File: src/sv/rcfp_pkg.sv
package rcfp_pkg;

    // frame layout
    localparam int          MaxFrameBytesDef = 24;
    localparam int          PayloadBytes     = 12;
    localparam int          QueueDepth       = 2;
    localparam int          OffsetW          = 15;
    localparam int          JoyAxes          = 6;

    localparam logic [7:0]  SyncByte1   = 8'hA5;
    localparam logic [7:0]  SyncByte2   = 8'h5A;
    localparam logic [7:0]  TrailerByte = 8'hAA;
    localparam logic [8:0]  MinLen      = 9'd3;

    // command codes
    localparam logic [7:0]  CmdJoy    = 8'hF5;
    localparam logic [7:0]  CmdServo3 = 8'hF1;
    localparam logic [7:0]  CmdServo4 = 8'hF2;
    localparam logic [7:0]  CmdServo5 = 8'hF3;
    localparam logic [7:0]  CmdModeA  = 8'hB1;
    localparam logic [7:0]  CmdModeB  = 8'hB2;
    localparam logic [7:0]  CmdModeC  = 8'hB3;
    localparam logic [7:0]  CmdModeF  = 8'hB4;
    localparam logic [7:0]  CmdKey    = 8'hB5;
    localparam logic [7:0]  CmdModeR  = 8'hB7;
    localparam logic [7:0]  CmdModeL  = 8'hB9;

    // mode letters
    localparam logic [15:0] LetterA = 16'h0041;
    localparam logic [15:0] LetterB = 16'h0042;
    localparam logic [15:0] LetterC = 16'h0043;
    localparam logic [15:0] LetterF = 16'h0046;
    localparam logic [15:0] LetterR = 16'h0052;
    localparam logic [15:0] LetterL = 16'h004C;

    localparam logic [15:0] ServoMax = 16'h7FFF;

    // event kinds
    localparam logic [1:0]  KindJoy   = 2'd0;
    localparam logic [1:0]  KindServo = 2'd1;
    localparam logic [1:0]  KindMode  = 2'd2;
    localparam logic [1:0]  KindKey   = 2'd3;

    localparam logic [2:0]  ChanServo3 = 3'd3;
    localparam logic [2:0]  ChanServo4 = 3'd4;
    localparam logic [2:0]  ChanServo5 = 3'd5;
    localparam logic [2:0]  ChanNone   = 3'd0;

    typedef enum logic [4:0] {
        PH_HUNT  = 5'b00001,
        PH_SYNC2 = 5'b00010,
        PH_LEN   = 5'b00100,
        PH_CMD   = 5'b01000,
        PH_BODY  = 5'b10000
    } phase_t;

    // one decoded frame, waiting to be expanded into results
    typedef struct packed {
        logic                              joy;
        logic [1:0]                        kind;
        logic [2:0]                        chan;
        logic [15:0]                       val;
        logic [PayloadBytes-1:0][7:0]      payload;
    } job_t;

    // queue status seen by front and back
    typedef struct packed {
        logic empty;
        logic full;
    } q_stat_t;

endpackage

File: src/sv/rcfp_front.sv
module rcfp_front
    import rcfp_pkg::*;
#(
    parameter int MAX_FRAME_BYTES = MaxFrameBytesDef
)
(
    input  logic               clk,
    input  logic               rst_n,
    input  logic               in_valid,
    output logic               in_stall,
    input  logic [7:0]         rx_byte,
    input  logic [OffsetW-1:0] servo_offset,
    input  q_stat_t            q_stat,
    output logic               push,
    output job_t               job
);

    localparam int         PosW   = $clog2(MAX_FRAME_BYTES);
    localparam logic [8:0] MaxLen = 9'(MAX_FRAME_BYTES - 2);

    phase_t                        phase_reg, phase_next;
    logic [PosW-1:0]               left_reg, left_next;
    logic [PosW-1:0]               pos_reg, pos_next;
    logic [7:0]                    cmd_reg, cmd_next;
    logic [PayloadBytes-1:0][7:0]  payload_reg, payload_next;
    logic                          key_reg, key_next;

    logic        accept;
    logic [15:0] servo_sum;
    logic [15:0] servo_val;

    assign in_stall = q_stat.full;
    assign accept   = in_valid && !q_stat.full;

    assign servo_sum = {1'b0, servo_offset} + {8'd0, payload_reg[0]};
    assign servo_val = servo_sum[15] ? ServoMax : servo_sum;

    always_comb
    begin
        phase_next   = phase_reg;
        left_next    = left_reg;
        pos_next     = pos_reg;
        cmd_next     = cmd_reg;
        payload_next = payload_reg;
        key_next     = key_reg;
        push         = 1'b0;
        job          = '0;
        job.payload  = payload_reg;
        if (accept)
        begin
            unique case (phase_reg)
                PH_HUNT:
                begin
                    if (rx_byte == SyncByte1)
                        phase_next = PH_SYNC2;
                end
                PH_SYNC2:
                begin
                    priority if (rx_byte == SyncByte2)
                        phase_next = PH_LEN;
                    else if (rx_byte == SyncByte1)
                        phase_next = PH_SYNC2;
                    else
                        phase_next = PH_HUNT;
                end
                PH_LEN:
                begin
                    left_next = PosW'(rx_byte - 8'd2);
                    if ({1'b0, rx_byte} < MinLen || {1'b0, rx_byte} > MaxLen)
                        phase_next = PH_HUNT;
                    else
                        phase_next = PH_CMD;
                end
                PH_CMD:
                begin
                    cmd_next     = rx_byte;
                    payload_next = '0;
                    pos_next     = '0;
                    phase_next   = PH_BODY;
                end
                PH_BODY:
                begin
                    if (left_reg <= PosW'(1))
                    begin
                        left_next  = '0;
                        phase_next = PH_HUNT;
                        if (rx_byte == TrailerByte)
                        begin
                            push = 1'b1;
                            unique case (cmd_reg)
                                CmdJoy:    job.joy = 1'b1;
                                CmdServo3: begin job.kind = KindServo; job.chan = ChanServo3;
                                                 job.val = servo_val; end
                                CmdServo4: begin job.kind = KindServo; job.chan = ChanServo4;
                                                 job.val = servo_val; end
                                CmdServo5: begin job.kind = KindServo; job.chan = ChanServo5;
                                                 job.val = servo_val; end
                                CmdModeA:  begin job.kind = KindMode; job.val = LetterA; end
                                CmdModeB:  begin job.kind = KindMode; job.val = LetterB; end
                                CmdModeC:  begin job.kind = KindMode; job.val = LetterC; end
                                CmdModeF:  begin job.kind = KindMode; job.val = LetterF; end
                                CmdModeR:  begin job.kind = KindMode; job.val = LetterR; end
                                CmdModeL:  begin job.kind = KindMode; job.val = LetterL; end
                                CmdKey:
                                begin
                                    key_next = ~key_reg;
                                    job.kind = KindKey;
                                    job.val  = {15'd0, ~key_reg};
                                end
                                default:   push = 1'b0;
                            endcase
                        end
                    end
                    else
                    begin
                        // bytes past the store are counted only
                        for (int i = 0; i < PayloadBytes; i++)
                        begin
                            if (pos_reg == PosW'(i))
                                payload_next[i] = rx_byte;
                        end
                        pos_next  = pos_reg + PosW'(1);
                        left_next = left_reg - PosW'(1);
                    end
                end
                default: phase_next = PH_HUNT;
            endcase
        end
    end

    always_ff @(posedge clk or negedge rst_n)
    begin
        if (!rst_n)
        begin
            phase_reg   <= PH_HUNT;
            left_reg    <= '0;
            pos_reg     <= '0;
            cmd_reg     <= '0;
            payload_reg <= '0;
            key_reg     <= 1'b0;
        end
        else
        begin
            phase_reg   <= phase_next;
            left_reg    <= left_next;
            pos_reg     <= pos_next;
            cmd_reg     <= cmd_next;
            payload_reg <= payload_next;
            key_reg     <= key_next;
        end
    end

endmodule

File: src/sv/rcfp_queue.sv
module rcfp_queue
    import rcfp_pkg::*;
(
    input  logic    clk,
    input  logic    rst_n,
    input  logic    push,
    input  job_t    push_job,
    input  logic    pop,
    output job_t    head_job,
    output q_stat_t q_stat
);

    localparam int PtrW = (QueueDepth > 1) ? $clog2(QueueDepth) : 1;
    localparam int CntW = $clog2(QueueDepth + 1);

    job_t            slot_reg [QueueDepth];
    logic [PtrW-1:0] wr_ptr_reg, wr_ptr_next;
    logic [PtrW-1:0] rd_ptr_reg, rd_ptr_next;
    logic [CntW-1:0] count_reg, count_next;
    logic            do_push, do_pop;

    assign q_stat.empty = (count_reg == '0);
    assign q_stat.full  = (count_reg == CntW'(QueueDepth));
    assign do_push      = push && !q_stat.full;
    assign do_pop       = pop && !q_stat.empty;
    assign head_job     = slot_reg[rd_ptr_reg];

    always_comb
    begin
        wr_ptr_next = wr_ptr_reg;
        rd_ptr_next = rd_ptr_reg;
        count_next  = count_reg;
        if (do_push)
            wr_ptr_next = (wr_ptr_reg == PtrW'(QueueDepth - 1)) ? '0 : wr_ptr_reg + PtrW'(1);
        if (do_pop)
            rd_ptr_next = (rd_ptr_reg == PtrW'(QueueDepth - 1)) ? '0 : rd_ptr_reg + PtrW'(1);
        if (do_push && !do_pop)
            count_next = count_reg + CntW'(1);
        else if (do_pop && !do_push)
            count_next = count_reg - CntW'(1);
    end

    always_ff @(posedge clk)
    begin
        if (do_push)
            slot_reg[wr_ptr_reg] <= push_job;
    end

    always_ff @(posedge clk or negedge rst_n)
    begin
        if (!rst_n)
        begin
            wr_ptr_reg <= '0;
            rd_ptr_reg <= '0;
            count_reg  <= '0;
        end
        else
        begin
            wr_ptr_reg <= wr_ptr_next;
            rd_ptr_reg <= rd_ptr_next;
            count_reg  <= count_next;
        end
    end

endmodule

File: src/sv/rcfp_back.sv
module rcfp_back
    import rcfp_pkg::*;
(
    input  logic        clk,
    input  logic        rst_n,
    input  job_t        head_job,
    input  q_stat_t     q_stat,
    output logic        pop,
    output logic        out_valid,
    input  logic        out_stall,
    output logic [1:0]  event_kind,
    output logic [2:0]  channel,
    output logic signed [15:0] value,
    output logic        last
);

    logic              valid_reg, valid_next;
    logic [1:0]        kind_reg, kind_next;
    logic [2:0]        chan_reg, chan_next;
    logic [15:0]       val_reg, val_next;
    logic              last_reg, last_next;
    logic [2:0]        axis_reg, axis_next;
    logic              load;
    logic [15:0]       axis_val;

    assign load = !valid_reg || !out_stall;

    // big-endian pair for the current axis
    always_comb
    begin
        axis_val = '0;
        for (int i = 0; i < JoyAxes; i++)
        begin
            if (axis_reg == 3'(i))
                axis_val = {head_job.payload[2 * i], head_job.payload[2 * i + 1]};
        end
    end

    always_comb
    begin
        valid_next = valid_reg;
        kind_next  = kind_reg;
        chan_next  = chan_reg;
        val_next   = val_reg;
        last_next  = last_reg;
        axis_next  = axis_reg;
        pop        = 1'b0;
        if (load)
        begin
            valid_next = !q_stat.empty;
            if (!q_stat.empty)
            begin
                if (head_job.joy)
                begin
                    kind_next = KindJoy;
                    chan_next = axis_reg;
                    val_next  = axis_val;
                    last_next = (axis_reg == 3'(JoyAxes - 1));
                    if (axis_reg == 3'(JoyAxes - 1))
                    begin
                        pop       = 1'b1;
                        axis_next = '0;
                    end
                    else
                        axis_next = axis_reg + 3'd1;
                end
                else
                begin
                    kind_next = head_job.kind;
                    chan_next = head_job.chan;
                    val_next  = head_job.val;
                    last_next = 1'b1;
                    pop       = 1'b1;
                end
            end
        end
    end

    always_ff @(posedge clk or negedge rst_n)
    begin
        if (!rst_n)
        begin
            valid_reg <= 1'b0;
            axis_reg  <= '0;
        end
        else
        begin
            valid_reg <= valid_next;
            axis_reg  <= axis_next;
        end
    end

    always_ff @(posedge clk)
    begin
        kind_reg <= kind_next;
        chan_reg <= chan_next;
        val_reg  <= val_next;
        last_reg <= last_next;
    end

    assign out_valid  = valid_reg;
    assign event_kind = kind_reg;
    assign channel    = chan_reg;
    assign value      = signed'(val_reg);
    assign last       = last_reg;

endmodule

File: src/sv/remote_command_frame_parser_top.sv
// a frame enters the queue when its trailer byte is taken; its results then load the output register
// throughput: one received byte per cycle while in_stall is low and one result per cycle while
//   out_stall is low; a joystick frame drains as six results from the output register
// input stalls only while the two-entry frame queue between parser and emitter is full
// reset (rst_n, async, active low): hunt for the first header byte, key flag off,
//   payload store zero, queue empty, servo offset 200
module remote_command_frame_parser_top
    import rcfp_pkg::*;
#(
    parameter int MAX_FRAME_BYTES = MaxFrameBytesDef
)
(
    input  logic               clk,
    input  logic               rst_n,
    // received bytes
    input  logic               in_valid,
    output logic               in_stall,
    input  logic [7:0]         rx_byte,
    // servo offset register
    input  logic               cfg_valid,
    output logic               cfg_ready,
    input  logic [OffsetW-1:0] cfg_data,
    // results
    output logic               out_valid,
    input  logic               out_stall,
    output logic [1:0]         event_kind,
    output logic [2:0]         channel,
    output logic signed [15:0] value,
    output logic               last
);

    logic [OffsetW-1:0] servo_offset_reg, servo_offset_next;

    logic    q_push;
    logic    q_pop;
    job_t    push_job;
    job_t    head_job;
    q_stat_t q_stat;

    // the user must change config only while idle; the block does not enforce it and the register is always writable
    assign cfg_ready = 1'b1;

    always_comb
    begin
        servo_offset_next = servo_offset_reg;
        if (cfg_valid && cfg_ready)
            servo_offset_next = cfg_data;
    end

    always_ff @(posedge clk or negedge rst_n)
    begin
        if (!rst_n)
            servo_offset_reg <= OffsetW'(200);
        else
            servo_offset_reg <= servo_offset_next;
    end

    // front: byte hunt, length check, payload capture, command decode, key flag
    rcfp_front #(
        .MAX_FRAME_BYTES (MAX_FRAME_BYTES)
    ) u_front (
        .clk          (clk),
        .rst_n        (rst_n),
        .in_valid     (in_valid),
        .in_stall     (in_stall),
        .rx_byte      (rx_byte),
        .servo_offset (servo_offset_reg),
        .q_stat       (q_stat),
        .push         (q_push),
        .job          (push_job)
    );

    // short queue of decoded frames, each carrying its payload snapshot
    rcfp_queue u_queue (
        .clk      (clk),
        .rst_n    (rst_n),
        .push     (q_push),
        .push_job (push_job),
        .pop      (q_pop),
        .head_job (head_job),
        .q_stat   (q_stat)
    );

    // back: expands a frame into results through the output register
    rcfp_back u_back (
        .clk        (clk),
        .rst_n      (rst_n),
        .head_job   (head_job),
        .q_stat     (q_stat),
        .pop        (q_pop),
        .out_valid  (out_valid),
        .out_stall  (out_stall),
        .event_kind (event_kind),
        .channel    (channel),
        .value      (value),
        .last       (last)
    );

    // the parser never pushes a frame into a full queue
    a_no_overflow: assert property (@(posedge clk) disable iff (!rst_n)
        q_push |-> !q_stat.full)
        else $error("frame pushed into full queue");

    // the emitter never pops an empty queue
    a_no_underflow: assert property (@(posedge clk) disable iff (!rst_n)
        q_pop |-> !q_stat.empty)
        else $error("frame popped from empty queue");

    // servo results carry a servo channel, a non-negative target and end the frame
    a_servo_shape: assert property (@(posedge clk) disable iff (!rst_n)
        (out_valid && event_kind == KindServo) |->
            (channel >= ChanServo3 && channel <= ChanServo5 && !value[15] && last))
        else $error("malformed servo result");

    // key results report a single bit
    a_key_bit: assert property (@(posedge clk) disable iff (!rst_n)
        (out_valid && event_kind == KindKey) |-> (value == 16'sd0 || value == 16'sd1))
        else $error("key result is not a bit");

endmodule

File: config.mk
export PLATFORM = sky130hd
export DESIGN_NAME = remote_command_frame_parser_top
export DESIGN_NICKNAME = d
export VERILOG_FILES = /design/src/sv/rcfp_pkg.sv /design/src/sv/rcfp_front.sv /design/src/sv/rcfp_queue.sv /design/src/sv/rcfp_back.sv /design/src/sv/remote_command_frame_parser_top.sv
export SDC_FILE = /design/constraint.sdc
export NUM_CORES = 1
export LEC_CHECK = 0
export BUFFER_PORTS_ARGS = -buffer_cell sky130_fd_sc_hd__buf_4
export CAP_MARGIN = 20
export CORE_MARGIN = 8
export CORE_UTILIZATION = 62
export DETAILED_ROUTE_END_ITERATION = 7
export PLACE_DENSITY = 0.8
export SETUP_SLACK_MARGIN = 0.4
export SYNTH_ARGS = -nofsm -noshare
export SYNTH_HDL_FRONTEND = slang
export SYNTH_SLANG_ARGS = --single-unit
File: constraint.sdc
create_clock -name clk -period 10.2 [get_ports clk]
set_input_delay 2.04 -clock clk [delete_from_list [all_inputs] [get_ports clk]]
set_output_delay 2.04 -clock clk [all_outputs]
set_load 0.05 [all_outputs]
## Word level (Yosys, flattened, before mapping)

Memories as Yosys holds them, arrays and structs flattened.
Cells that the tools add are included.

| word-level totals | value |
|---|---|
| register bits after elaboration | 165 |
| bits in writable memories | 236 |
| bits of input ports | 28 |
| output and inout bits | 25 |
| logic and storage cells | 191 |
| memories | 1 |

Memory list:

| memory | words | bits a word | read ports | clocked after memory_dff | wr ports | line | text |
|---|---|---|---|---|---|---|---|
| u_queue.slot_reg | 2 | 118 | 1 | 0 | 1 | rcfp_queue.sv:16 | `job_t slot_reg [QueueDepth];` |

| cells by class | value |
|---|---|
| $add $sub $neg | 9 |
| magnitude comparators | 3 |
| eq/ne operators | 51 |
| muxes and demuxes | 57 |
| bitwise logic cells | 2 |
| reductions and logical operators | 41 |

Operators by type and width:

| kind | number |
|---|---|
| one-hot mux 96 bit (2 select lines) | 1 |
| one-hot mux 16 bit (8 select lines) | 1 |
| two-way mux 16 bit | 7 |
| == test 8 bit (second input constant) | 13 |
| two-way mux 8 bit | 12 |
| two-way mux 96 bit | 1 |
| two-way mux 22 bit | 4 |
| AND reduction 4 bit | 12 |
| inequality test 2 x 1 -> 1 bit (second input constant) | 14 |
| == test 5 x 3 -> 1 bit (second input constant) | 5 |
| == test 5 x 4 -> 1 bit (second input constant) | 5 |
| two-way mux 5 bit | 5 |
| one-hot mux 5 bit (5 select lines) | 1 |
| one-hot mux 5 bit (2 select lines) | 2 |
| adder 15 x 8 -> 16 bit | 1 |
| == test 5 x 2 -> 1 bit (second input constant) | 3 |
| two-way mux 15 bit | 1 |
| two-way mux 1 bit | 14 |
| OR reduction 11 bit | 1 |
| == test 5 x 1 -> 1 bit (second input constant) | 2 |
| one-hot mux 3 bit (3 select lines) | 1 |
| AND reduction 3 bit | 3 |
| == test 8 x 7 -> 1 bit (second input constant) | 1 |
| > comparator 8 x 5 -> 1 bit (second input constant) | 1 |
| 31 further kinds | 52 |

## Longest topological paths before layout

| depth | value |
|---|---|
| word-level depth | 12 |
| gate-level depth with buffers | 11 |
| mapped depth without buffers | 11 |

## By module

Synthesis repeated with hierarchy kept, for this count alone.

| second synthesis, totals | value |
|---|---|
| cells, all modules | 1335 |
| area, all modules | 17873.4 µm² |

Modules (own cells, without submodules):

| module | times used | cells each | area each (µm²) | sequential area each (µm²) |
|---|---|---|---|---|
| rcfp_queue | 1 | 386 | 8754.6 | 7186.9 |
| rcfp_front | 1 | 676 | 6012.0 | 3004.1 |
| rcfp_back | 1 | 239 | 2478.6 | 760.7 |
| remote_command_frame_parser_top | 1 | 34 | 628.1 | 379.1 |

## Worst setup path after synthesis

Ideal clock, no wire load.

| path | value |
|---|---|
| kind | input to register |
| start point | input rx_byte[1] |
| end point | memory u_queue.slot_reg[0][0] in the netlist's numbering (enable) |
| setup time | 608 ps |
| data arrival time | 8525 ps |
| path slack | 1067 ps |
| stages | 7 |
| cell sequence | buf_2 and4bb_2 nand2_1 or4_4 nor2_4 and2_1 nor2b_1 |

| on the way | value |
|---|---|
| cells in the longest elaborated chain, start to end | 8 |

RTL lines:

| element | line | text |
|---|---|---|
| start: declaration | remote_command_frame_parser_top.sv:18 | `input logic [7:0] rx_byte,` |
| == test 8 bit | rcfp_front.sv:87 | `if (rx_byte == TrailerByte)` |
| two-way mux 1 bit | rcfp_front.sv:87 |  |
| two-way mux 1 bit | rcfp_front.sv:83 | `if (left_reg <= PosW'(1))` |
| two-way mux 1 bit | rcfp_front.sv:51 | `unique case (phase_reg)` |
| two-way mux 1 bit | rcfp_front.sv:49 | `if (accept)` |
| logical AND 1 bit | rcfp_queue.sv:24 | `assign do_push = push && !q_stat.full;` |
| via u_queue.do_push | rcfp_queue.sv:20 | `logic do_push, do_pop;` |
| two-way mux 1 bit | rcfp_queue.sv:45 | `if (do_push)` |
| two-way mux 1 bit (not written as such) | rcfp_queue.sv:46 | `slot_reg[wr_ptr_reg] <= push_job;` |
| end: declaration | rcfp_queue.sv:16 |  |

The timed path passes the listed nets, and every way through them passes these cells.

## Worst setup path after layout

| path | value |
|---|---|
| start point | input rx_byte[2] |
| end point | memory u_queue.slot_reg[0][59] in the netlist's numbering (enable) |

Same word-level chain as after synthesis.

==> flow_metrics.env <==
export IMPL_status="complete, no violations"
export IMPL_grt_pass1_wl_um=56500
export IMPL_largest_reg_flops=234
export IMPL_yosysTopAreaCell="edfxtp_1"
export IMPL_syn_inst=1255
export IMPL_detail_route_wirelength_um=35600
export IMPL_hold_viol=0
export IMPL_cts_htree_levels=2
export IMPL_worstHoldStart="u_front.job[15]"
export IMPL_cts_reportedPaths_clkPinSlew_ns=0.06
export IMPL_rsz0062_at_grt="false"
export IMPL_detail_route_antenna_nets=0
export IMPL_setup_viol=0
export IMPL_syn_nets=1301
export IMPL_whs_path_depth=0
export IMPL_cts_tree="done"
export IMPL_cts_buffers=39
export IMPL_slew_violations=0
export IMPL_grt_max_degree=88
export IMPL_slowest_delay_ns=0.86
export IMPL_clk_insertion_delay_late_ns=0.53
export IMPL_max_slew_margin_rel_pct=27.6
export IMPL_ys_types=69
export IMPL_ff2ff_path_depth=8
export IMPL_syn_area_um2=16600
export IMPL_rr_startpoint="u_front.left_reg[2]"
export IMPL_setup_worst_path_class="in2reg"
export IMPL_synth_edf_count=256
export IMPL_root_buffer="clkbuf_16"
export IMPL_area_delta_synth_final_pct=12.1
export IMPL_design_portCount=53
export IMPL_rows=60
export IMPL_start_util_pct=62.4
export IMPL_coreArea_um2=26700
export IMPL_holdWs_ns=0.467
export IMPL_critPathMaxFanout=69
export IMPL_die_w_um=180
export IMPL_crit_chain="buf_4, and4bb_2, nand2_1, or4_4, nor2_4, and2_1, nor2b_4, buf_4, buf_4"
export IMPL_yosysTopAreaCellShare_pct=46.2
export IMPL_drt_iter0_markers=1114
export IMPL_min_period_ns=5.02
export IMPL_regToRegEndpoint="u_queue.slot_reg[0][59]"
export IMPL_worst_pin_slew_ns=1.09
export IMPL_crit_top_cell="buf_4"
export IMPL_grt_pass1_vias=10200
export IMPL_antenna_found_initial=0
export IMPL_tns_ns=0
export IMPL_cts_hold_buf=0
export IMPL_ctsResizeCount=0
export IMPL_fin_nets=1338
export IMPL_vdd_drop_max_mv=0.156
export IMPL_max_cap_violations=0
export IMPL_grt_overflow=0
export IMPL_ys_seq_area_share_pct=67.8
export IMPL_die_height_um=180
export IMPL_io_buffers=51
export IMPL_powerDensity_nw_per_um2=218
export IMPL_arrival_ns=5.16
export IMPL_fin_skew_ns=0.0206
export IMPL_syn_mean_instance_area_um2=13.3
export IMPL_fmax_ghz=0.199
export IMPL_reg2reg_slack_ns=6.20
export IMPL_leakage_nw=7.44
export IMPL_diodes=0
export IMPL_post_cts_setup_buffer_count=0
export IMPL_vias_per_cell=6.14
export IMPL_dp_hpwl_um=22600
export IMPL_synth_async_reset_ratio_pct=35.8
export IMPL_synth_seq_cells=399
export IMPL_wire_per_inst_um=21.4
export IMPL_firstDrtPassIters=6
export IMPL_track_usage_pct=22.0
export IMPL_clock_path_buffers=3
export IMPL_drc_errors=0
export IMPL_clkSinkCount=399
export IMPL_fp_dieArea_um2=32300
export IMPL_ys_flop_type="edfxtp_1"
export IMPL_hp_class="reg2reg"
export IMPL_cp_required_ns=10.34
export IMPL_yosysWarnings=0
export IMPL_worstHoldEndpoint="u_queue.slot_reg[0][15]"
export IMPL_fin_total_pwr_mw=4.07
export IMPL_crit_path_end_kind="register"
export IMPL_gp_congestion=0.878
export IMPL_post_route_period_util_pct=49.2
export IMPL_synthTopCellsByArea="edfxtp_1, dfrtp_1, o21ai_0"
export IMPL_routed_via_count=10200
export IMPL_slowest_stage="buf_4"
export IMPL_drive_above_1_share_pct=15.7
export IMPL_crit_path_start_kind="primary input"
==> power breakdown <==
part	switching [mW]	internal [mW]	leakage, nW	total (mW)
registers	0.100	1.79	4.65	1.89
clock network	0.585	0.966	0.700	1.55
logic	0.417	0.217	2.09	0.633
total	1.10	2.97	7.44	4.07
==> area by class of cell <==
type / count / area, um^2
Clock buffer: 56 / 1190
Clock inverter: 15 / 225
Fill cell: 1733 / 8010
Inverter: 18 / 67.6
Multi-Input combinational cell: 771 / 4980
Sequential cell: 399 / 11300
Tap cell: 341 / 427
Timing Repair Buffer: 63 / 480
==> stage by stage <==
step                      cell area, um^2  std cells  setup WS (ns)  utilization (%)
after floorplan                     16600       1255           1.07                -
after global placement              17200       1587           4.73             64.5
after detailed placement            17200       1588           4.66             64.5
after CTS                           18600       1659           5.20             69.8
after global routing                18600       1663           5.06             70.0
final                               18600       1663           5.18             70.0
==> Yosys cell counts (3+ instances only) <==
| library cell | number |
|---|---|
| xor2_1 | 8 |
| nor4_1 | 3 |
| and3_1 | 8 |
| o21ai_2 | 4 |
| xnor2_1 | 14 |
| nand2b_1 | 13 |
| ha_1 | 17 |
| a31oi_1 | 5 |
| clkbuf_1 | 32 |
| a21oi_1 | 25 |
| buf_4 | 6 |
| o21ai_0 | 150 |
| nor2_1 | 65 |
| dfrtp_1 | 139 |
| and4_1 | 3 |
| or2_2 | 3 |
| nand2_1 | 190 |
| nand4_1 | 9 |
| dfstp_2 | 4 |
| nor2b_1 | 7 |
| buf_6 | 6 |
| nand3_1 | 11 |
| o21ai_1 | 20 |
| edfxtp_1 | 256 |
| inv_1 | 17 |
| or4_1 | 3 |
| buf_2 | 17 |
| a22oi_1 | 18 |
| buf_1 | 5 |
| o22ai_1 | 17 |
| nand2_4 | 5 |
| mux2_2 | 32 |
| nor3_1 | 13 |
| and2_1 | 3 |
| mux2i_1 | 70 |
| mux4_2 | 16 |
==> logic make-up (layout without fill, tap and decap cells) <==
family	count (synthesis)	after routing	share of synthesized area, %
flops	399	399	67.8
simple gates	349	349	9.54
compound gates	263	263	9.11
mux	118	118	8.55
buf+inv	85	152	2.46
xor+xnor	22	22	1.16
fa+ha+maj	18	18	1.40
other cells	1	1	0.0225
==> worst max path at each step <==
stage | endpoint | cells past startpoint | startpoint | slack (ns)
4_1_cts | u_queue.slot_reg[0][37] | 9 | rx_byte[2] | 5.20
5_1_grt | u_queue.slot_reg[0][78] | 9 | rx_byte[2] | 5.06
2_1_floorplan | u_queue.slot_reg[0][0] | 7 | rx_byte[1] | 1.07
6_report | u_queue.slot_reg[0][59] | 9 | rx_byte[2] | 5.18
3_5_place_dp | u_queue.slot_reg[0][90] | 9 | rx_byte[2] | 4.66
3_3_place_gp | u_queue.slot_reg[0][74] | 9 | rx_byte[2] | 4.73
==> worst max-delay path: cells and delay by family <==
family,cells,cell delay [ns]
buffers and inverters,3,1.53
AND/OR/NAND/NOR,6,1.52
==> layer usage <==
layer / up-vias / share of wire, % / global-route usage, %
li1: 4674 / - / -
met1: 5118 / 42 / 29.5
met2: 367 / 49 / 36.9
met3: 54 / 6.0 / 3.35
met4: 0 / 2.1 / 6.37
met5: - / 0 / 0
==> layout by cell type, fill, tap and decap left out, drive strengths merged, types with 3 or more instances in the layout <==
cell type  instances
and2               3
o21ai            174
clkbuf            56
a2111oi            3
xor2               8
a31oi              5
nand4              9
a22oi             18
buf               63
bufinv             6
ha                17
dfrtp            139
mux2              32
nand2b            13
nand2            196
or2                3
and4               3
nor4               4
mux4              16
xnor2             14
edfxtp           256
nand3             11
and3               8
dfstp              4
inv               17
nor3              13
o22ai             17
clkinv             9
a21oi             25
or4                4
nor2b              7
nor2              67
mux2i             70
No activity file was read; power rests on OpenSTA's default activity.
